==> config.mk <==
export PLATFORM = sky130hd
export DESIGN_NAME = tab_expand_line_end_filter_top
export DESIGN_NICKNAME = d
export VERILOG_FILES = /design/src/rtl/core/tel_pkg.sv /design/src/rtl/core/tel_decide.sv /design/src/rtl/core/tel_emit.sv /design/src/rtl/core/tab_expand_line_end_filter_top.sv
export SDC_FILE = /design/constraint.sdc
export NUM_CORES = 1
export LEC_CHECK = 0
export ABC_AREA = 1
export BUFFER_PORTS_ARGS = -buffer_cell sky130_fd_sc_hd__buf_2
export CORE_MARGIN = 8
export CORE_UTILIZATION = 49
export DETAILED_ROUTE_END_ITERATION = 10
export HOLD_SLACK_MARGIN = 0.12
export PLACE_DENSITY = 0.69
export SLEW_MARGIN = 15
export SYNTH_ARGS = -nofsm -noshare
export SYNTH_HDL_FRONTEND = slang
export SYNTH_SLANG_ARGS = --single-unit
export TNS_END_PERCENT = 5
==> constraint.sdc <==
create_clock -name i_clk -period 9.9 [get_ports i_clk]
set_input_delay 1.98 -clock i_clk [delete_from_list [all_inputs] [get_ports i_clk]]
set_output_delay 1.98 -clock i_clk [all_outputs]
set_load 0.02 [all_outputs]
==> src/rtl/core/tel_pkg.sv <==
// Package: shared types, character and register codes for the tab expand filter.
`timescale 1ns / 1ps

package tel_pkg;

    localparam logic [7:0] CH_TAB   = 8'h09;
    localparam logic [7:0] CH_SPACE = 8'h20;
    localparam logic [7:0] CH_LF    = 8'h0A;
    localparam logic [7:0] CH_CR    = 8'h0D;

    localparam logic [2:0] MODE_PASS       = 3'd0;
    localparam logic [2:0] MODE_OLD        = 3'd1;
    localparam logic [2:0] MODE_COMB       = 3'd2;
    localparam logic [2:0] MODE_COMB_CRLF  = 3'd3;
    localparam logic [2:0] MODE_TABS       = 3'd4;
    localparam logic [2:0] MODE_LF_CRLF    = 3'd5;
    localparam logic [2:0] MODE_DROP_CR    = 3'd6;

    localparam logic REG_MODE      = 1'b0;
    localparam logic REG_TAB_WIDTH = 1'b1;

    localparam logic [4:0] TAB_WIDTH_RESET = 5'd4;
    localparam logic [4:0] TAB_WIDTH_MAX   = 5'd16;

    // Output job for one input word: held spaces, optional CR, then the byte.
    typedef struct packed {
        logic [5:0] spaces;
        logic       cr;
        logic [7:0] data;
    } t_job;

    // Column phase modulo the tab width, restoring compare-subtract.
    function automatic logic [3:0] phase_mod(input logic [3:0] p, input logic [4:0] w);
        logic [8:0] rem;
        logic [8:0] sub;
        rem = {5'd0, p};
        for (int k = 3; k >= 0; k--) begin
            sub = {4'd0, w} << k;
            if (rem >= sub) begin
                rem = rem - sub;
            end
        end
        return rem[3:0];
    endfunction

endpackage

==> src/rtl/core/tel_decide.sv <==
// Line state and per-word decision: updates column, held spaces and text flag.
`timescale 1ns / 1ps

module tel_decide #(
    parameter int MAX_PENDING = 62
) (
    input  logic              i_clk,
    input  logic              i_rst_n,
    input  logic              i_fire,
    input  logic [7:0]        i_byte,
    input  logic [2:0]        i_mode,
    input  logic [4:0]        i_tab_width,
    output tel_pkg::t_job     o_job,
    output logic              o_load
);

    logic [3:0] r_phase, n_phase;
    logic [5:0] r_pend,  n_pend;
    logic       r_seen,  n_seen;

    logic [4:0] w;
    logic [3:0] ph;
    logic [4:0] ph_inc;
    logic [3:0] ph_next;
    logic [4:0] gap;
    logic [4:0] hold_n;
    logic [6:0] sum;
    logic [5:0] sat;
    logic       expand;
    logic       is_tab;
    logic       stop_tab;
    logic       lead_tab;

    always_comb begin
        if (i_tab_width == 5'd0) begin
            w = 5'd1;
        end else if (i_tab_width > tel_pkg::TAB_WIDTH_MAX) begin
            w = tel_pkg::TAB_WIDTH_MAX;
        end else begin
            w = i_tab_width;
        end
    end

    assign ph      = tel_pkg::phase_mod(r_phase, w);
    assign ph_inc  = {1'b0, ph} + 5'd1;
    assign ph_next = (ph_inc == w) ? 4'd0 : ph_inc[3:0];
    assign gap     = w - {1'b0, ph};

    assign expand = (i_mode == tel_pkg::MODE_OLD) || (i_mode == tel_pkg::MODE_COMB) ||
                    (i_mode == tel_pkg::MODE_COMB_CRLF) || (i_mode == tel_pkg::MODE_TABS);
    assign is_tab = (i_byte == tel_pkg::CH_TAB);
    assign stop_tab = is_tab && ((i_mode == tel_pkg::MODE_TABS) ||
                      (((i_mode == tel_pkg::MODE_COMB) ||
                        (i_mode == tel_pkg::MODE_COMB_CRLF)) && r_seen));
    assign lead_tab = is_tab && (i_mode != tel_pkg::MODE_TABS) && !r_seen;

    assign hold_n = stop_tab ? gap : (lead_tab ? w : 5'd1);
    assign sum    = {1'b0, r_pend} + {2'b00, hold_n};
    assign sat    = (sum > 7'(MAX_PENDING)) ? 6'(MAX_PENDING) : sum[5:0];

    always_comb begin
        n_phase      = ph;
        n_pend       = r_pend;
        n_seen       = r_seen;
        o_job.spaces = 6'd0;
        o_job.cr     = 1'b0;
        o_job.data   = i_byte;
        o_load       = 1'b1;
        if (expand) begin
            priority if (stop_tab) begin
                n_pend  = sat;
                n_phase = 4'd0;
                o_load  = 1'b0;
            end else if (lead_tab) begin
                n_pend  = sat;
                o_load  = 1'b0;
            end else if (i_byte == tel_pkg::CH_SPACE) begin
                n_pend  = sat;
                n_phase = ph_next;
                o_load  = 1'b0;
            end else if (i_byte == tel_pkg::CH_LF) begin
                if ((i_mode == tel_pkg::MODE_OLD) || (i_mode == tel_pkg::MODE_COMB_CRLF)) begin
                    o_job.spaces = r_pend;
                end
                o_job.cr = (i_mode == tel_pkg::MODE_COMB_CRLF);
                n_pend   = 6'd0;
                n_phase  = 4'd0;
                if (i_mode != tel_pkg::MODE_TABS) begin
                    n_seen = 1'b0;
                end
            end else begin
                if (i_mode != tel_pkg::MODE_TABS) begin
                    n_seen = 1'b1;
                end
                o_job.spaces = r_pend;
                n_pend       = 6'd0;
                n_phase      = ph_next;
            end
        end else if (i_mode == tel_pkg::MODE_LF_CRLF) begin
            o_job.cr = (i_byte == tel_pkg::CH_LF);
        end else if (i_mode == tel_pkg::MODE_DROP_CR) begin
            o_load = (i_byte != tel_pkg::CH_CR);
        end
    end

    always_ff @(posedge i_clk) begin
        if (!i_rst_n) begin
            r_phase <= 4'd0;
            r_pend  <= 6'd0;
            r_seen  <= 1'b0;
        end else if (i_fire) begin
            r_phase <= n_phase;
            r_pend  <= n_pend;
            r_seen  <= n_seen;
        end
    end

endmodule

==> src/rtl/core/tel_emit.sv <==
// Job and output registers play out spaces, CR, byte; one word a cycle unless stalled.
`timescale 1ns / 1ps

module tel_emit (
    input  logic              i_clk,
    input  logic              i_rst_n,
    input  logic              i_load,
    input  tel_pkg::t_job     i_job,
    output logic              o_ready,
    output logic              o_out_valid,
    input  logic              i_out_ready,
    output logic [7:0]        o_out_byte,
    output logic              o_last
);

    logic          r_job_valid;
    tel_pkg::t_job r_job;
    logic          r_out_valid;
    logic [7:0]    r_out_byte;
    logic          r_out_last;

    logic          out_free;
    logic          mv;
    logic [7:0]    elem;
    logic          elem_last;

    assign out_free = !r_out_valid || i_out_ready;
    assign mv       = r_job_valid && out_free;

    always_comb begin
        if (r_job.spaces != 6'd0) begin
            elem      = tel_pkg::CH_SPACE;
            elem_last = 1'b0;
        end else if (r_job.cr) begin
            elem      = tel_pkg::CH_CR;
            elem_last = 1'b0;
        end else begin
            elem      = r_job.data;
            elem_last = 1'b1;
        end
    end

    assign o_ready = !r_job_valid || (mv && elem_last);

    always_ff @(posedge i_clk) begin
        if (!i_rst_n) begin
            r_job_valid <= 1'b0;
        end else if (i_load) begin
            r_job_valid <= 1'b1;
        end else if (mv && elem_last) begin
            r_job_valid <= 1'b0;
        end
    end

    always_ff @(posedge i_clk) begin
        if (i_load) begin
            r_job <= i_job;
        end else if (mv) begin
            if (r_job.spaces != 6'd0) begin
                r_job.spaces <= r_job.spaces - 6'd1;
            end else begin
                r_job.cr <= 1'b0;
            end
        end
    end

    always_ff @(posedge i_clk) begin
        if (!i_rst_n) begin
            r_out_valid <= 1'b0;
        end else if (out_free) begin
            r_out_valid <= mv;
        end
    end

    always_ff @(posedge i_clk) begin
        if (mv) begin
            r_out_byte <= elem;
            r_out_last <= elem_last;
        end
    end

    assign o_out_valid = r_out_valid;
    assign o_out_byte  = r_out_byte;
    assign o_last      = r_out_last;

endmodule

==> src/rtl/core/tab_expand_line_end_filter_top.sv <==
// Top level of the tab expand / line end filter: config registers, decision and output.
//
//  channel  | signals                                  | direction
//  ---------+------------------------------------------+----------
//  in       | i_in_valid, o_in_ready, i_in_byte        | word in
//  out      | o_out_valid, i_out_ready, o_out_byte, o_last | word out
//  cfg      | i_cfg_we, i_cfg_index, i_cfg_data        | write only
//
// A word that yields one byte goes through the job register, then the output
// register; words follow back to back while the output is not stalled.
// A word that yields N bytes (held spaces, CR, byte) holds the input until the
// job register has played them out, one byte a cycle unless the output stalls.
// Words that yield nothing (held blanks, dropped CR) give no output. Reset is
// synchronous, active low; it resets mode and tab width, the line state and both
// valid flags. Output stalls back up through the output register to o_in_ready.
`timescale 1ns / 1ps

module tab_expand_line_end_filter_top #(
    parameter int MAX_PENDING = 62
) (
    input  logic       i_clk,
    input  logic       i_rst_n,
    input  logic       i_in_valid,
    output logic       o_in_ready,
    input  logic [7:0] i_in_byte,
    output logic       o_out_valid,
    input  logic       i_out_ready,
    output logic [7:0] o_out_byte,
    output logic       o_last,
    input  logic       i_cfg_we,
    input  logic       i_cfg_index,
    input  logic [4:0] i_cfg_data
);

    logic [2:0]    r_mode;
    logic [4:0]    r_tab_width;
    logic          fire;
    logic          load;
    tel_pkg::t_job job;

    always_ff @(posedge i_clk) begin
        if (!i_rst_n) begin
            r_mode      <= tel_pkg::MODE_PASS;
            r_tab_width <= tel_pkg::TAB_WIDTH_RESET;
        end else if (i_cfg_we) begin
            unique case (i_cfg_index)
                tel_pkg::REG_MODE:      r_mode      <= i_cfg_data[2:0];
                tel_pkg::REG_TAB_WIDTH: r_tab_width <= i_cfg_data;
                default:                r_mode      <= r_mode;
            endcase
        end
    end

    assign fire = i_in_valid && o_in_ready;

    tel_decide #(
        .MAX_PENDING (MAX_PENDING)
    ) u_decide (
        .i_clk       (i_clk),
        .i_rst_n     (i_rst_n),
        .i_fire      (fire),
        .i_byte      (i_in_byte),
        .i_mode      (r_mode),
        .i_tab_width (r_tab_width),
        .o_job       (job),
        .o_load      (load)
    );

    tel_emit u_emit (
        .i_clk       (i_clk),
        .i_rst_n     (i_rst_n),
        .i_load      (fire && load),
        .i_job       (job),
        .o_ready     (o_in_ready),
        .o_out_valid (o_out_valid),
        .i_out_ready (i_out_ready),
        .o_out_byte  (o_out_byte),
        .o_last      (o_last)
    );

    // only inserted spaces and CR are ever non-final
    a_nonlast_kind: assert property (@(posedge i_clk) disable iff (!i_rst_n)
        (o_out_valid && !o_last) |->
            (o_out_byte == tel_pkg::CH_SPACE || o_out_byte == tel_pkg::CH_CR))
        else $error("non-final word is not a space or CR");

    // inserted CR is directly followed by the final LF
    a_cr_then_lf: assert property (@(posedge i_clk) disable iff (!i_rst_n)
        (o_out_valid && i_out_ready && !o_last && o_out_byte == tel_pkg::CH_CR) |=>
            (o_out_valid && o_last && o_out_byte == tel_pkg::CH_LF))
        else $error("inserted CR not followed by final LF");

    // a job plays out without gaps
    a_no_gap: assert property (@(posedge i_clk) disable iff (!i_rst_n)
        (o_out_valid && i_out_ready && !o_last) |=> o_out_valid)
        else $error("gap inside a job");

endmodule
==> run metrics <==
DR DRC count=0; final WL=8.845 mm; # diodes=0; Max Root-Sink Buffers=2; Vias per Instance=5.118; slew margin rel.=42.29%; routability cong.=0.9147; EDFF count, synth=24; GR Util All Layers=16.66%; count leader, synth=nand2_1; # setup viols final=0; Worst VDD drop=126.9 uV; Die Y=104.1 um; Synth area leader=edfxtp_1; Area Overhead vs Synth=8.849%; proportion of layout cells with a drive suffix above 1=14.08%; FFs w/ async S/R, synth=0%; Syn Nets=583; maximum clock rate=111.9 MHz; Seq/Total Area, Yosys=30.00%; IO buf count=29; Tcrit/Tclk final=90.29%; number of global-route vias before repair=3367; first-pass GRT wire length=15.43 mm; htree depth=2; initial drt markers=150; worst reg2reg path endpoint=u_decide.r_pend[2]$_SDFFE_PN0P_; CTS Sinks=45; met1 Use GR=22.25%; DRT antenna net count=0; initial core utilization=50.00%; DRT Pass-1 Iters=4; # nets final=615; Synth Area per Inst=7.110 um2; Vias=3429; Post-CTS Setup Repair Bufs=0; Top Ports=30; WHS Path Cells=2; worst skew pair latency=0.30 ns; remaining global-route overflow=0; dpl hpwl=7.118 mm; Primary FF master, synth=edfxtp_1; Largest delay share family, worst path=simple AND/OR/NAND/NOR gates; share of the synthesized area in the top cell type=18.95%; Worst Path Required=10.14 ns; warnings from Yosys=0; Tightest Pin Transition=0.8566 ns; post-synth cell types=42; synthesized area=3804 um2; die area=10840 um2; cts hold-fix bufs=0; total CTS buffers=5; Critical Path AT=9.18 ns; WS Path Type=flip-flop to flip-flop; chip width=104.1 um; GR peak layer=met2; grt met3 use=2.416%; core area=7607 um2; overall power=1288 uW; post-cts sizing count=0; Worst setup SP type=flip-flop; hold crit path type=flip-flop to flip-flop; FP Rows=32; final core utilization=54.42%; Worst R2R Path Depth=57; CP Buf/Inv Count=11; RSZ-0062 raised after global routing=no; hold path endpoint=r_tab_width[1]$_SDFFE_PN0P_; M2 GR Usage=27.31%; wire per inst=13.20 um; area occupied by multi-input gates=2271 um2; Hold Fails Final Rpt=0; status=finished clean; #FFs+latches synth=45; Critical R2R Launch=r_tab_width[2]$_SDFFE_PN1P_; CTS tree=built; largest stage delay on the critical path=0.49 ns; Final Slew Violations=0; Final Skew=0.007340 ns; Crit Path Max Fanout=11; synthesized instance count=535; max cap viols=0; P_leak=0.002030 uW; Post-synth top cells=118 x nand2_1, 89 x inv_1, 46 x nor2_1; clk slew on worst S/H paths=0.09 ns; Root Buffer=clkbuf_8; CP Capture Type=flip-flop; ranking of synthesized cells by area=edfxtp_1 19%, nand2_1 12%, dfxtp_1 11%; worst reg2reg setup slack=0.96 ns; sequential cell area=1141 um2; Filler cells=734; initial antenna violation count=0; setup TNS=0 ns; min-delay src=r_tab_width[1]$_SDFFE_PN0P_; largest net degree at the start of global routing=19; Cell Pwr Density=311.2 nW/um2; Final Critical Period=8.939 ns; Slowest-stage cell, CP=fa_1
cells in the final DEF (no fill, tap or decap), types with 2 or more instances in the layout:
cell type  synthesis  layout
inv_2              2       2
nor2_4             2       2
fa_1               4       4
a31oi_1            2       2
o22ai_1            2       2
nand2_1          118     118
nor2_1            46      46
buf_2              1      29
o21ai_1            3       3
nor4_1             2       2
edfxtp_1          24      24
nand2_4           11      11
nor3_1             8       8
nand2_2            9       9
o21ai_0           37      37
dfxtp_1           21      21
a21oi_1           36      36
ha_1              25      25
nand3_1           35      35
inv_1             89      89
xor2_1             4       4
a21oi_2            6       6
nand3b_1           3       3
nand3_2            8       8
xnor2_1           10      10
o211ai_1           2       2
clkbuf_8           0       5
nand4_1            8       8
clkinv_4           0       2
metrics by stage:
step           setup WS [ns]  area (um2)  hold slack, ns  instances
2_1_floorplan          2.074        3804          0.4498        535
3_3_place_gp           1.374        4049          0.4668        662
3_5_place_dp           1.025        4049          0.4778        662
4_1_cts               0.9680        4140          0.4934        670
5_1_grt              0.04254        4140          0.5320        670
6_report              0.9612        4140          0.4985        670
worst max path at each step:
stage                           startpoint                               to  slack [ns]  cells past startpoint
2_1_floorplan  r_tab_width[2]$_SDFFE_PN1P_  u_decide.r_pend[2]$_SDFFE_PN0P_        2.07                     59
3_3_place_gp   r_tab_width[2]$_SDFFE_PN1P_  u_decide.r_pend[2]$_SDFFE_PN0P_        1.37                     57
3_5_place_dp   r_tab_width[2]$_SDFFE_PN1P_  u_decide.r_pend[2]$_SDFFE_PN0P_        1.02                     57
4_1_cts        r_tab_width[2]$_SDFFE_PN1P_  u_decide.r_pend[2]$_SDFFE_PN0P_        0.97                     57
5_1_grt        r_tab_width[2]$_SDFFE_PN1P_  u_decide.r_pend[2]$_SDFFE_PN0P_        0.04                     62
6_report       r_tab_width[2]$_SDFFE_PN1P_  u_decide.r_pend[2]$_SDFFE_PN0P_        0.96                     57
sequential cells by signal (all words and copies together) (netlist names):
signal and cells:
u_emit.o_out_valid 1, r_mode 3, u_emit.r_job_valid 1, u_decide.r_pend 6
u_decide.r_seen 1, u_decide.r_phase 4, r_tab_width 5, u_emit.o_out_byte 8
u_emit.o_last 1, u_emit.r_job 15
final cells by class:
type                    count  area share (%)
multi-input cells         392           54.85
flip-flops and latches     45           27.56
inverters                  93           8.613
repair buffers             30           3.687
well taps                 102           3.082
clock buffers               5           1.662
clock inverters             3          0.5440
cells by family (layout without fill, tap and decap cells):
family / count (synthesis) / in the layout / share of synthesized area, %
and+or+nand+nor: 256 / 256 / 32.73
adders and majority gates: 29 / 29 / 10.33
buffers and inverters: 98 / 131 / 10.30
DFF: 45 / 45 / 30.00
AOI/OAI and AO/OA: 93 / 93 / 13.42
xor gates and xnor gates: 14 / 14 / 3.223
routing by layer:
layer / vias to the layer above / share of wire [%]
li1: 1809 / -
met1: 1538 / 49
met2: 73 / 46
met3: 9 / 3.8
met4: 0 / 1.2
met5: - / 0
power by group:
part,switching [uW],internal [uW]
Clock,68.0,50.2
Combinational,609,327
Sequential,13.6,220
worst reg2reg max path: cells and delay by family (launching register included):
family | cells | cell delay, ns
AND/OR/NAND/NOR | 25 | 2.82
AO/OA/AOI/OAI | 13 | 2.27
adder cells (fa/ha/maj) | 7 | 2.20
buffers and inverters | 11 | 1.12
flip-flops | 1 | 0.35
XOR/XNOR | 1 | 0.15
(Power assumes the default switching activity.)
